`config.mk`:
```
export PLATFORM = sky130hd
export DESIGN_NAME = spge_ram
export DESIGN_NICKNAME = d
export VERILOG_FILES = /design/src/hdl/spge_ram.sv
export SDC_FILE = /design/constraint.sdc
export NUM_CORES = 1
export LEC_CHECK = 0
export CELL_PAD_IN_SITES_DETAIL_PLACEMENT = 1
export CELL_PAD_IN_SITES_GLOBAL_PLACEMENT = 1
export CORE_UTILIZATION = 51
export DETAILED_ROUTE_END_ITERATION = 10
export DONT_BUFFER_PORTS = 1
export PLACE_DENSITY_LB_ADDON = 0.1
export SYNTH_ARGS = -nofsm -noshare
export SYNTH_HDL_FRONTEND = slang
export SYNTH_SLANG_ARGS = --single-unit
```
`constraint.sdc`:
```
create_clock -name clk_i -period 3.4 [get_ports clk_i]
set_clock_uncertainty 0.2 [all_clocks]
set_input_delay 0.17 -clock clk_i [delete_from_list [all_inputs] [get_ports clk_i]]
set_output_delay 0.17 -clock clk_i [all_outputs]
set_load 0.01 [all_outputs]
```
`src/hdl/spge_ram.sv`:
```
// ----------------------------------------------------------------------------
// spge_ram
// Generic single-port RAM with registered read.
// ----------------------------------------------------------------------------
module spge_ram #(
  parameter int unsigned WIDTH = 32,
  parameter int unsigned DEPTH = 16
) (
  input  logic                     clk_i,
  input  logic                     we_i,
  input  logic [$clog2(DEPTH)-1:0] addr_i,
  input  logic [WIDTH-1:0]         wdata_i,
  output logic [WIDTH-1:0]         rdata_o
);

  logic [WIDTH-1:0] mem_q [DEPTH];

  always_ff @(posedge clk_i) begin
    if (we_i) begin
      mem_q[addr_i] <= wdata_i;
    end
    rdata_o <= mem_q[addr_i];
  end

endmodule

```
## Yosys cells after proc, flatten, opt, wreduce, memory -nomap -nowiden

Memories as Yosys holds them, arrays and structs flattened. A register that Yosys moved wholly into a read port is not among the register bits.
Cells that the tools add are included.

| word-level totals | value |
|---|---|
| memories kept | 1 |
| memory bits (writable) | 512 |
| logic and storage cells | 3 |
| input port bits | 38 |
| flip-flop bits (word level) | 0 |
| output and inout bits | 32 |

| operators by class | value |
|---|---|
| mux-type cells | 2 |

Memory list:

| name | words | bits a word | read ports | clocked after memory_dff | wr ports | line | source |
|---|---|---|---|---|---|---|---|
| mem_q | 16 | 32 | 1 | 1 | 1 | 16 | `logic [WIDTH-1:0] mem_q [DEPTH];` |

Operators by type and width:

| kind | number |
|---|---|
| $mux 1 | 2 |

## Longest topological paths before layout

| logic depth | value |
|---|---|
| word-level depth | 2 |
| gate-level depth with buffers | 6 |
| mapped depth without buffers | 3 |

## Worst setup path after synthesis

No wires, ideal clock.

| timing path | value |
|---|---|
| path kind | input to register |
| start point | in addr_i[1] |
| end point | mem mem_q[0][0] (enable) |
| stages on the path | 4 |
| setup slack | -0.212 ns |
| data required time | 2.739 ns |
| library setup time | 0.461 ns |
| path buffers | 3 |
| arrival | 2.951 ns |
| path through | buf_2 buf_4 clkbuf_1 nor3_1 |

RTL lines:

| item | line | source |
|---|---|---|
| start: declaration | 11 | `input logic [$clog2(DEPTH)-1:0] addr_i,` |
| end: declaration | 16 |  |

No word-level cell before the write port.

==> impl_metrics.toml <==
[clocking]
clock-sinks = 544
cts_buffer_depth = 3
numCtsBuffers = 55
root_buffer = "clkbuf_16"
clock_latency_ns = 0.59
clk_pin_slew_ns = 0.06
htreeDepth = 2
cts_resized = 0
cts_tree = "built"
post_cts_buffers = 0

[final_layout]
diodes = 0
fillerInstances = 3119
nNetsFinal = 1000
drive_gt1_frac = 0.249
syn2layout_area_growth_pct = 16.9
final_cells = 1518
finish.utilization = 0.611

[timing]
rsz0062_at_grt = "no"
max_slew_margin = 0.211
fin_crit_sh = 0.922
tightest_slew_ns = 1.18
fin_crit_ns = 3.14
drv_slew = 0
setup_tns_ns = 0
setup-violations-final = 0
setup_slack_ns = 0.265
fmax_ghz = 0.319
hold_viol = 0

[critical_path]
worstPathMaxFanout = 1
reg2reg_slack_ns = 0.26
startpoint_type = "flip-flop"
setup.worst_path.class = "reg2reg"
reg2regPathDepth = 6
r2r-start = "mem_q[14][10]$_DFFE_PP_"
arrival_ns = 3.40
cp-end-kind = "flip-flop"
r2r-end = "rdata_o[10]$_DFF_P_"
crit_required_ns = 3.66

[global_routing]
grt_pass1_wl_um = 64900
antenna_found_initial = 1
grt.overflow.total = 0
grt_pass1_vias = 9988
track_usage = 0.232
grt_max_degree = 114

[pwr]
vdd_ir_drop_max_v = 0.000384
pwr_density_cell_nw_per_um2 = 602
p_leak_nw = 7.36

[detailed_routing]
drcViolationCount = 0
ant_nets = 0
drt_iter0_markers = 655
avgViaCountPerCell = 5.96
routed-via-count = 9041
wirelength_um = 43500
wl_per_cell_um = 28.6
first_pass_iters = 5

[die]
initial_core_util = 0.522
io-pin-count = 70
dieHeight_um = 199
die_area_um2 = 39700
die_w_um = 199
core_area_um2 = 38000
placement_rows = 71

[synthesis]
yosys-top-cells-area = "edfxtp_1 (77%), mux4_2 (15%), dfxtp_1 (3.2%), a22oi_1 (2.4%), nand2_1 (0.62%)"
synth-edff-count = 512
yosysSeqAreaShare = 0.806
synth_nets = 878
synthTopCellsByCount = "edfxtp_1 (512), mux4_2 (128), a22oi_1 (64), nand2_1 (33), dfxtp_1 (32)"
synth_top_area_share = 0.774
avgSynthCellArea_um2 = 23.6
synth_warnings = 0
netlist-cell-type-count = 17
synth_most_common_cell = "edfxtp_1"
synthesis.area_um2 = 19900
ys.flop_type = "edfxtp_1"
yosysTopAreaCell = "edfxtp_1"
syn-instance-count = 840
async_flop_share = 0
synth-seq-cells = 544

[outcome]
status = "completed"

[placed_design]
place_ws_ns = 1.12
placedCellCount = 1322
io_buffers = 0
dpl.hpwl_um = 23200
gp_congestion = 0.725

[hold_path]
holdPathEnd = "mem_q[3][31]$_DFFE_PP_"
min-delay-start = "we_i"
holdPathStages = 2
min_path_type = "in2reg"

[run]
drv_cap = 0
## metal layers
metal	wire length (µm)	GRT usage
met5	0	0
met4	1050	0.0741
met3	1780	0.0343
met2	21100	0.373
met1	19600	0.331
## cell type report
| cell class | count | area (µm²) | area share |
|---|---|---|---|
| Clock buffer | 73 | 1520 | 0.0656 |
| Clock inverter | 29 | 194 | 0.00835 |
| Multi-Input combinational cell | 251 | 3750 | 0.162 |
| Sequential cell | 544 | 16000 | 0.690 |
| Tap cell | 511 | 639 | 0.0275 |
| Timing Repair Buffer | 110 | 1100 | 0.0472 |
## worst max-delay path: stages, from the launching register on
cell and delay, ns:
edfxtp_1 0.38, mux4_2 0.47, dlygate4sd3_1 0.58, a22oi_1 0.18
dlygate4sd3_1 0.61, nand2_1 0.05, dlygate4sd3_1 0.55
## power by group
group          switching [mW]  internal (mW)  total [mW]
clock network            2.43           3.29        5.72
registers              0.0735           7.50        7.57
logic                   0.362          0.315       0.677
## sequential cells by signal (all words and copies together) (netlist names)
register / cells
mem_q: 512
rdata_o: 32
## cell usage in the layout, fill, tap and decap left out, drive strengths merged
cell type	synthesis	routed
a22oi	64	64
and2	1	1
buf	18	18
bufinv	0	2
clkbuf	27	73
clkinv	0	24
clkinvlp	0	2
dfxtp	32	32
dlygate4sd3	0	92
edfxtp	512	512
inv	0	1
mux4	128	128
nand2	33	33
nand2b	2	2
nand3	1	1
nand3b	2	2
nor2	13	13
nor2b	2	2
nor3	4	4
or3b	1	1
## how the worst max path moves through the flow
stage / start / to / slack (ns) / depth (start not counted)
5_1_grt: mem_q[15][10]$_DFFE_PP_ / rdata_o[10]$_DFF_P_ / 0.17 / 6
3_3_place_gp: addr_i[2] / mem_q[2][12]$_DFFE_PP_ / 1.15 / 3
2_1_floorplan: addr_i[1] / mem_q[0][0]$_DFFE_PP_ / -0.21 / 4
4_1_cts: mem_q[7][1]$_DFFE_PP_ / rdata_o[1]$_DFF_P_ / 0.34 / 6
3_5_place_dp: addr_i[2] / mem_q[2][17]$_DFFE_PP_ / 1.12 / 3
6_report: mem_q[14][10]$_DFFE_PP_ / rdata_o[10]$_DFF_P_ / 0.26 / 6
## timing repair
item	4_1_cts	5_1_grt
hold endpoints to repair	705	0
setup endpoints to repair	0	0
hold buffers	94	0
## cell families after synthesis
family,after synthesis,synth area share
flops,544,0.806
mux,128,0.145
compound gates,64,0.0242
simple gates,59,0.0127
buf+inv,45,0.0117
## through the flow
stage               power [mW]  hold WS [ns]  cell area, µm²
floorplan                 8.06        0.0689           19900
global placement          8.10        0.0697           20500
detailed placement        8.12        0.0696           20500
CTS                       14.1        0.0144           23200
global route              14.4        0.0395           23200
finish                    14.0        0.0469           23200
(Power assumes the default switching activity.)
